===== src/rtl/core/cfs_pkg.sv =====
package cfs_pkg;

    localparam logic [7:0] BOM_B0 = 8'hEF;
    localparam logic [7:0] BOM_B1 = 8'hBB;
    localparam logic [7:0] BOM_B2 = 8'hBF;

    localparam logic [1:0] FMT_JSON = 2'd0;
    localparam logic [1:0] FMT_YAML = 2'd1;
    localparam logic [1:0] FMT_TOML = 2'd2;
    localparam logic [1:0] FMT_INI  = 2'd3;

    localparam logic [6:0] CONF_NONE      = 7'd0;
    localparam logic [6:0] CONF_DEFAULT   = 7'd30;
    localparam logic [6:0] CONF_HINT_JSON = 7'((30 + 80) / 2);
    localparam logic [6:0] CONF_HINT      = 7'd60;
    localparam logic [6:0] CONF_JSON      = 7'd90;
    localparam logic [6:0] CONF_YAML      = 7'd95;
    localparam logic [6:0] CONF_TOML      = 7'd85;
    localparam logic [6:0] CONF_INI       = 7'd85;

    localparam logic REG_HINT_PRESENT = 1'b0;
    localparam logic REG_HINT_FORMAT  = 1'b1;

    typedef struct packed {
        logic [7:0] data_byte;
        logic       last_byte;
        logic       no_data;
    } t_req;

    typedef struct packed {
        logic [1:0] format_code;
        logic [6:0] confidence;
    } t_rsp;

    // per-buffer verdict from the recognizers
    typedef struct packed {
        logic empty_buf;
        logic json_hit;
        logic yaml_hit;
        logic toml_hit;
        logic ini_hit;
    } t_verdict;

    function automatic logic is_blank(input logic [7:0] c);
        return (c == 8'h20) || (c == 8'h09);
    endfunction

    function automatic logic is_space4(input logic [7:0] c);
        return is_blank(c) || (c == 8'h0A) || (c == 8'h0D);
    endfunction

    function automatic logic is_letter(input logic [7:0] c);
        return ((c >= 8'h61) && (c <= 8'h7A)) || ((c >= 8'h41) && (c <= 8'h5A));
    endfunction

    function automatic logic is_alnum(input logic [7:0] c);
        return is_letter(c) || ((c >= 8'h30) && (c <= 8'h39));
    endfunction

endpackage


===== src/rtl/core/config_format_sniffer_top.sv =====
// Channel   Direction  Handshake         Payload
// request   in         push / full       i_req (data_byte, last_byte, no_data)
// result    out        pop / empty       o_rsp (format_code, confidence)
// config    in         i_cfg_we          i_cfg_idx, i_cfg_wdata
//
// One request per cycle while full is low; recognizers advance one byte per cycle.
// A last_byte result is registered in the queue, then in the output register.
// Verdict queue holds 2 buffers; full rises when it and the output register fill.
// Synchronous active-low reset clears the recognizers, queue, output and hint.
module config_format_sniffer_top
    import cfs_pkg::*;
(
    input  logic       i_clk,
    input  logic       i_rst_n,
    input  logic       push,
    output logic       full,
    input  t_req       i_req,
    output logic       empty,
    input  logic       pop,
    output t_rsp       o_rsp,
    input  logic       i_cfg_we,
    input  logic       i_cfg_idx,
    input  logic [1:0] i_cfg_wdata
);

    logic     take;
    logic     v_push;
    t_verdict v_in;
    t_verdict v_out;
    logic     q_full;
    logic     q_empty;
    logic     q_pop;

    assign full = q_full;
    assign take = push && !q_full;

    cfs_front u_front (
        .i_clk     (i_clk),
        .i_rst_n   (i_rst_n),
        .i_take    (take),
        .i_req     (i_req),
        .o_push    (v_push),
        .o_verdict (v_in)
    );

    cfs_queue u_queue (
        .i_clk   (i_clk),
        .i_rst_n (i_rst_n),
        .i_push  (v_push),
        .i_data  (v_in),
        .o_full  (q_full),
        .i_pop   (q_pop),
        .o_empty (q_empty),
        .o_data  (v_out)
    );

    cfs_back u_back (
        .i_clk       (i_clk),
        .i_rst_n     (i_rst_n),
        .i_cfg_we    (i_cfg_we),
        .i_cfg_idx   (i_cfg_idx),
        .i_cfg_wdata (i_cfg_wdata),
        .i_q_empty   (q_empty),
        .i_verdict   (v_out),
        .o_q_pop     (q_pop),
        .i_pop       (pop),
        .o_empty     (empty),
        .o_rsp       (o_rsp)
    );

endmodule


===== src/rtl/core/cfs_front.sv =====
module cfs_front
    import cfs_pkg::*;
(
    input  logic     i_clk,
    input  logic     i_rst_n,
    input  logic     i_take,
    input  t_req     i_req,
    output logic     o_push,
    output t_verdict o_verdict
);

    typedef enum logic [2:0] {
        J_BOM0, J_BOM1, J_BOM2, J_WS, J_BRK, J_YES, J_NO
    } t_json;

    typedef enum logic [2:0] {
        Y_WS, Y_KEY, Y_SP, Y_COL, Y_YES, Y_NO
    } t_yaml;

    typedef enum logic [3:0] {
        T_WS, T_KEY, T_KSP, T_SEC, T_ANL, T_EQ1, T_EQ2, T_YES, T_NO
    } t_toml;

    typedef enum logic [1:0] {
        I_WS, I_YES, I_NO
    } t_ini;

    logic [1:0] r_cnt, n_cnt;
    t_json      r_json, n_json;
    t_yaml      r_yaml, n_yaml;
    t_toml      r_toml, n_toml;
    t_ini       r_ini, n_ini;
    logic [7:0] r_prev, n_prev;
    logic       r_dash, n_dash;

    logic [7:0] c;
    logic       ykey, tkey, feed, long3;

    function automatic t_json json_lead(input logic [7:0] b);
        if (is_space4(b)) return J_WS;
        if (b == 8'h7B) return J_YES;
        if (b == 8'h5B) return J_BRK;
        return J_NO;
    endfunction

    assign c    = i_req.data_byte;
    assign ykey = is_alnum(c) || (c == 8'h5F) || (c == 8'h2D);
    assign tkey = is_alnum(c) || (c == 8'h5F) || (c == 8'h2E);
    assign feed = i_take && !i_req.no_data;

    always_comb begin
        n_cnt  = r_cnt;
        n_json = r_json;
        n_yaml = r_yaml;
        n_toml = r_toml;
        n_ini  = r_ini;
        n_prev = r_prev;
        n_dash = r_dash;
        if (feed) begin
            if (r_cnt != 2'd3 && c != 8'h2D) n_dash = 1'b0;

            unique case (r_json)
                J_BOM0:  n_json = (c == BOM_B0) ? J_BOM1 : json_lead(c);
                J_BOM1:  n_json = (c == BOM_B1) ? J_BOM2 : J_NO;
                J_BOM2:  n_json = (c == BOM_B2) ? J_WS : J_NO;
                J_WS:    n_json = json_lead(c);
                J_BRK: begin
                    if (!is_blank(c)) n_json = is_letter(c) ? J_NO : J_YES;
                end
                default: n_json = r_json;
            endcase

            unique case (r_yaml)
                Y_WS: begin
                    if (!is_space4(c))
                        n_yaml = ykey ? Y_KEY : (c == 8'h3A) ? Y_COL : Y_NO;
                end
                Y_KEY: begin
                    if (!ykey)
                        n_yaml = is_blank(c) ? Y_SP : (c == 8'h3A) ? Y_COL : Y_NO;
                end
                Y_SP: begin
                    if (!is_blank(c)) n_yaml = (c == 8'h3A) ? Y_COL : Y_NO;
                end
                Y_COL:   n_yaml = is_space4(c) ? Y_YES : Y_NO;
                default: n_yaml = r_yaml;
            endcase

            unique case (r_toml)
                T_WS: begin
                    if (!is_space4(c))
                        n_toml = (c == 8'h5B) ? T_SEC : tkey ? T_KEY :
                                 (c == 8'h3D) ? T_YES : T_NO;
                end
                T_KEY: begin
                    if (!tkey)
                        n_toml = is_blank(c) ? T_KSP : (c == 8'h3D) ? T_YES : T_NO;
                end
                T_KSP: begin
                    if (!is_blank(c)) n_toml = (c == 8'h3D) ? T_YES : T_NO;
                end
                T_SEC: begin
                    if (c == 8'h0A) n_toml = T_ANL;
                end
                T_ANL: begin
                    if (c == 8'h3D) n_toml = (r_prev == 8'h20) ? T_EQ1 : T_NO;
                end
                T_EQ1:   n_toml = (c == 8'h20) ? T_EQ2 : T_NO;
                T_EQ2:   n_toml = T_YES;
                default: n_toml = r_toml;
            endcase
            n_prev = c;

            if (r_ini == I_WS && !is_space4(c))
                n_ini = (c == 8'h5B || c == 8'h3B) ? I_YES : I_NO;

            if (r_cnt != 2'd3) n_cnt = r_cnt + 2'd1;
        end
    end

    assign long3 = (n_cnt == 2'd3);

    always_comb begin
        o_push              = i_take && i_req.last_byte;
        o_verdict.empty_buf = (n_cnt == 2'd0);
        o_verdict.json_hit  = (n_json == J_YES) || (n_json == J_BRK);
        o_verdict.yaml_hit  = (long3 && n_dash) || (n_yaml == Y_YES) || (n_yaml == Y_COL);
        o_verdict.toml_hit  = long3 && (n_toml == T_YES);
        o_verdict.ini_hit   = long3 && (n_ini == I_YES);
    end

    always_ff @(posedge i_clk) begin
        if (!i_rst_n || (i_take && i_req.last_byte)) begin
            r_cnt  <= 2'd0;
            r_json <= J_BOM0;
            r_yaml <= Y_WS;
            r_toml <= T_WS;
            r_ini  <= I_WS;
            r_prev <= 8'd0;
            r_dash <= 1'b1;
        end else begin
            r_cnt  <= n_cnt;
            r_json <= n_json;
            r_yaml <= n_yaml;
            r_toml <= n_toml;
            r_ini  <= n_ini;
            r_prev <= n_prev;
            r_dash <= n_dash;
        end
    end

endmodule


===== src/rtl/core/cfs_queue.sv =====
module cfs_queue
    import cfs_pkg::*;
(
    input  logic     i_clk,
    input  logic     i_rst_n,
    input  logic     i_push,
    input  t_verdict i_data,
    output logic     o_full,
    input  logic     i_pop,
    output logic     o_empty,
    output t_verdict o_data
);

    t_verdict   r_mem [2];
    logic       r_wr_ptr;
    logic       r_rd_ptr;
    logic [1:0] r_count;
    logic       do_push, do_pop;

    assign o_full  = (r_count == 2'd2);
    assign o_empty = (r_count == 2'd0);
    assign o_data  = r_mem[r_rd_ptr];
    assign do_push = i_push && !o_full;
    assign do_pop  = i_pop && !o_empty;

    always_ff @(posedge i_clk) begin
        if (do_push) r_mem[r_wr_ptr] <= i_data;
    end

    always_ff @(posedge i_clk) begin
        if (!i_rst_n) begin
            r_wr_ptr <= 1'b0;
            r_rd_ptr <= 1'b0;
            r_count  <= 2'd0;
        end else begin
            if (do_push) r_wr_ptr <= ~r_wr_ptr;
            if (do_pop) r_rd_ptr <= ~r_rd_ptr;
            r_count <= r_count + {1'b0, do_push} - {1'b0, do_pop};
        end
    end

endmodule


===== src/rtl/core/cfs_back.sv =====
module cfs_back
    import cfs_pkg::*;
(
    input  logic       i_clk,
    input  logic       i_rst_n,
    input  logic       i_cfg_we,
    input  logic       i_cfg_idx,
    input  logic [1:0] i_cfg_wdata,
    input  logic       i_q_empty,
    input  t_verdict   i_verdict,
    output logic       o_q_pop,
    input  logic       i_pop,
    output logic       o_empty,
    output t_rsp       o_rsp
);

    logic       r_hint_present;
    logic [1:0] r_hint_format;
    logic       r_out_valid;
    t_rsp       r_out;
    t_rsp       n_out;

    always_comb begin
        n_out.format_code = FMT_JSON;
        n_out.confidence  = CONF_DEFAULT;
        if (i_verdict.empty_buf) begin
            if (r_hint_present) begin
                n_out.format_code = r_hint_format;
                n_out.confidence  = (r_hint_format != FMT_JSON) ? CONF_HINT : CONF_DEFAULT;
            end else begin
                n_out.confidence = CONF_NONE;
            end
        end else begin
            priority if (i_verdict.json_hit) begin
                n_out.confidence = CONF_JSON;
            end else if (i_verdict.yaml_hit) begin
                n_out.format_code = FMT_YAML;
                n_out.confidence  = CONF_YAML;
            end else if (i_verdict.toml_hit) begin
                n_out.format_code = FMT_TOML;
                n_out.confidence  = CONF_TOML;
            end else if (i_verdict.ini_hit) begin
                n_out.format_code = FMT_INI;
                n_out.confidence  = CONF_INI;
            end else if (r_hint_present) begin
                if (r_hint_format != FMT_JSON) begin
                    n_out.format_code = r_hint_format;
                    n_out.confidence  = CONF_HINT;
                end else begin
                    n_out.confidence = CONF_HINT_JSON;
                end
            end else begin
                n_out.confidence = CONF_DEFAULT;
            end
        end
    end

    assign o_q_pop = !i_q_empty && (!r_out_valid || i_pop);
    assign o_empty = !r_out_valid;
    assign o_rsp   = r_out;

    always_ff @(posedge i_clk) begin
        if (o_q_pop) r_out <= n_out;
    end

    always_ff @(posedge i_clk) begin
        if (!i_rst_n) begin
            r_out_valid    <= 1'b0;
            r_hint_present <= 1'b0;
            r_hint_format  <= FMT_JSON;
        end else begin
            if (o_q_pop) r_out_valid <= 1'b1;
            else if (i_pop) r_out_valid <= 1'b0;
            if (i_cfg_we) begin
                unique case (i_cfg_idx)
                    REG_HINT_PRESENT: r_hint_present <= i_cfg_wdata[0];
                    REG_HINT_FORMAT:  r_hint_format  <= i_cfg_wdata;
                    default:          r_hint_format  <= r_hint_format;
                endcase
            end
        end
    end

endmodule


===== config.mk =====
export PLATFORM = sky130hd
export DESIGN_NAME = config_format_sniffer_top
export DESIGN_NICKNAME = d
export VERILOG_FILES = /design/src/rtl/core/cfs_pkg.sv /design/src/rtl/core/config_format_sniffer_top.sv /design/src/rtl/core/cfs_front.sv /design/src/rtl/core/cfs_queue.sv /design/src/rtl/core/cfs_back.sv
export SDC_FILE = /design/constraint.sdc
export NUM_CORES = 1
export LEC_CHECK = 0
export BUFFER_PORTS_ARGS = -buffer_cell sky130_fd_sc_hd__buf_2
export CAP_MARGIN = 20
export CORE_MARGIN = 5
export CORE_UTILIZATION = 35
export DETAILED_ROUTE_END_ITERATION = 8
export PLACE_DENSITY = 0.57
export SLEW_MARGIN = 20
export SYNTH_ARGS = -nofsm -noshare
export SYNTH_HDL_FRONTEND = slang
export SYNTH_HIERARCHICAL = 1
export SYNTH_SLANG_ARGS = --single-unit
export TNS_END_PERCENT = 30

===== constraint.sdc =====
create_clock -name i_clk -period 7 [get_ports i_clk]
set_clock_uncertainty 0.2 [all_clocks]
set_input_delay 1.05 -clock i_clk [delete_from_list [all_inputs] [get_ports i_clk]]
set_output_delay 1.05 -clock i_clk [all_outputs]
set_load 0.02 [all_outputs]

==> impl_metrics.json <==
{
  "status": "finished, final reports clean",
  "post-dp-hpwl_mm": 5.02,
  "finalSetupTns_ns": 0,
  "maxCapViolations": 0,
  "syn_inst": 358,
  "cp.arrival_ns": 3.19,
  "first_pass_iters": 4,
  "crit_fanout": 16,
  "worstSetupStartpointType": "input port",
  "die-area_sq_um": 10500,
  "synth.top_cell.area_share": 0.214,
  "cts_max_level": 2,
  "grt_max_degree": 20,
  "cts_buffers": 5,
  "crit_type": "in2reg",
  "final_nets": 393,
  "max-clock-path-buffers": 2,
  "die_w_um": 103,
  "dr.first_iter.drc_count": 147,
  "die_h_um": 103,
  "drv_slew": 0,
  "syn_to_final_growth_pct": 9.30,
  "post_drt_wl_per_cell_um": 14.4,
  "ys.flop_type": "dfxtp_1",
  "power_uw": 867,
  "drive_above_1_share": 0.131,
  "cts_root_buf": "clkbuf_8",
  "power_density_nw_per_um2": 264,
  "io_buffers": 28,
  "crit_required_ns": 6.95,
  "vias": 2638,
  "async_reset_ff_frac": 0,
  "leakage_nw": 1.19,
  "hold_viol_final": 0,
  "min_path_type": "reg2reg",
  "wl_mm": 6.91,
  "postCtsSetupBuffers": 0,
  "whs_ns": 0.257,
  "syn_area_sq_um": 3000,
  "slew-limit-headroom": 0.423,
  "fmax_mhz": 309,
  "synth.area.top_cells": "dfxtp_1, edfxtp_1, nand2_1",
  "avgSynthCellArea_sq_um": 8.38,
  "io_pins": 29,
  "cts_resized": 0,
  "gp_congestion": 0.912,
  "grt_pass1_vias": 2373,
  "cts_tree": "yes",
  "diodes": 0,
  "worstSkewPairLatency_ns": 0.30,
  "rsz0062_at_grt": "false",
  "postLayoutCoreUtil": 0.395,
  "min_period_ns": 3.24,
  "ant_nets": 0,
  "synthesis.nets": 378,
  "max_slew.worst_pin.slew_ns": 0.864,
  "yosysSeqAreaShare": 0.404,
  "vdd_drop_max_mv": 0.0764,
  "hold_buffers": 0,
  "core_area_sq_um": 8300,
  "clkTransAtPathRegs_ns": 0.10,
  "drc": 0,
  "grtUsageTotal": 0.135,
  "grt_pass1_wl_mm": 11.4,
  "rows": 33,
  "yosys_warnings": 6,
  "vias_per_cell": 5.51,
  "setup_violations": 0,
  "initial_core_util": 0.362,
  "end_kind": "flip-flop",
  "yosysTopAreaCell": "dfxtp_1",
  "antenna_found_initial": 0,
  "grt-ovfl-total": 0,
  "timing.final.crit_share": 0.463,
  "synth.ff_latch_count": 51,
  "synth.distinct_cells": 65,
  "clock-sinks": 51,
  "synth-edff-count": 19
}
## worst max-delay path: stages
cell and delay, ns:
buf_2 0.24, or3b_4 0.44, a2111oi_4 0.51, or2b_1 0.21, o22ai_1 0.09, a211o_1 0.31
a21oi_2 0.15, and3_1 0.19
## cells in the mapped netlist (4+ instances only)
cell and number:
o21ai_0 14, inv_1 12, a31oi_1 7, dfxtp_1 32, mux2_2 5, nor3_1 15, a21oi_1 28, nand3_1 7
or3_1 5, clkbuf_1 13, nand3b_1 5, o21a_1 5, nor2_1 39, and2_1 6, nand2b_1 11, or4_1 4
a21boi_0 4, o21ai_1 5, a211o_1 4, nor2b_1 6, edfxtp_1 19, nor4_1 6, nand2_1 42
## layer usage
layer	share of wire	up-vias	track usage
li1	-	1335	-
met1	0.48	1239	0.185
met2	0.46	60	0.218
met3	0.049	4	0.0298
met4	0.0072	0	0.0313
met5	0	-	0
## stage by stage
| step | area [sq um] | std cells | worst slack, ns |
|---|---|---|---|
| CTS | 3280 | 479 | 3.79 |
| floorplan | 3000 | 358 | 3.88 |
| global route | 3280 | 479 | 3.67 |
| detailed placement | 3180 | 471 | 3.49 |
| finish | 3280 | 479 | 3.76 |
| global placement | 3180 | 471 | 3.51 |
## power breakdown
group          leakage (nW)  switching, mW  total (mW)  internal, mW
sequential            0.438         0.0358       0.412         0.377
combinational         0.706          0.173       0.278         0.104
clock                0.0489         0.0951       0.177        0.0819
## cell type report
class	instances	area, sq um
fillers	882	5020
multi-input cells	274	1650
flip-flops and latches	51	1210
repair buffers	29	148
well taps	105	131
clock buffers	7	86.3
inverters	12	45.0
clock inverters	1	8.76
## logic make-up (layout without fill, tap and decap cells)
family,Yosys count,in the layout,share of synthesized area
flip-flops,51,51,0.404
XOR/XNOR,3,3,0.00876
AND/OR/NAND/NOR,166,166,0.289
multiplexers,7,7,0.0254
buffers and inverters,33,49,0.0467
adder cells (fa/ha/maj),2,2,0.00834
AO/OA/AOI/OAI,96,96,0.218
## registers in the layout, indices dropped and copies added, names as in the netlist, named ones only
name and flops:
u_back/o_rsp 9, u_front/r_dash 1, u_queue/r_count 2, u_queue/r_wr_ptr 1
u_front/r_ini 2, u_front/r_json 3, u_front/r_yaml 3, u_back/r_hint_present 1
u_back/r_hint_format 2, u_back/r_out_valid 1, u_front/r_cnt 2, u_front/r_prev 8
u_front/r_toml 4, u_queue/r_rd_ptr 1, u_queue/r_mem 10
## worst paths after layout
| path | startpoint | end | slack, ns | cells past startpoint |
|---|---|---|---|---|
| hold reg to reg | u_front/r_dash$_SDFF_PP1_ | u_front/r_dash$_SDFF_PP1_ | 0.26 | 2 |
| hold / removal | u_front/r_dash$_SDFF_PP1_ | u_front/r_dash$_SDFF_PP1_ | 0.26 | 2 |
| setup reg to reg | u_queue/r_count[0]$_SDFF_PN0_ | u_queue/r_mem[1][1]$_DFFE_PP_ | 4.15 | 10 |
| setup / recovery | i_req[7] | u_queue/r_mem[1][1]$_DFFE_PP_ | 3.76 | 8 |
## cells in the final DEF (no fill, tap or decap), drive strengths merged, types with 2 or more instances in the layout
cell type / n
inv: 13
a21boi: 4
nor4: 6
o21bai: 2
mux2: 5
clkbuf: 7
o41ai: 2
a2111o: 2
or3b: 4
a21oi: 29
a31oi: 7
or4: 4
o21ai: 19
o21a: 6
nor2: 40
or4b: 3
and2: 7
and4b: 2
nand3b: 5
nand2: 42
a211o: 4
buf: 29
dfxtp: 32
nor2b: 7
nand4: 2
or3: 5
xor2: 2
o31a: 3
nand2b: 11
and3: 3
ha: 2
nor3: 15
nand3: 7
edfxtp: 19
a211oi: 2
o221ai: 2
mux2i: 2
(Power assumes the default switching activity.)
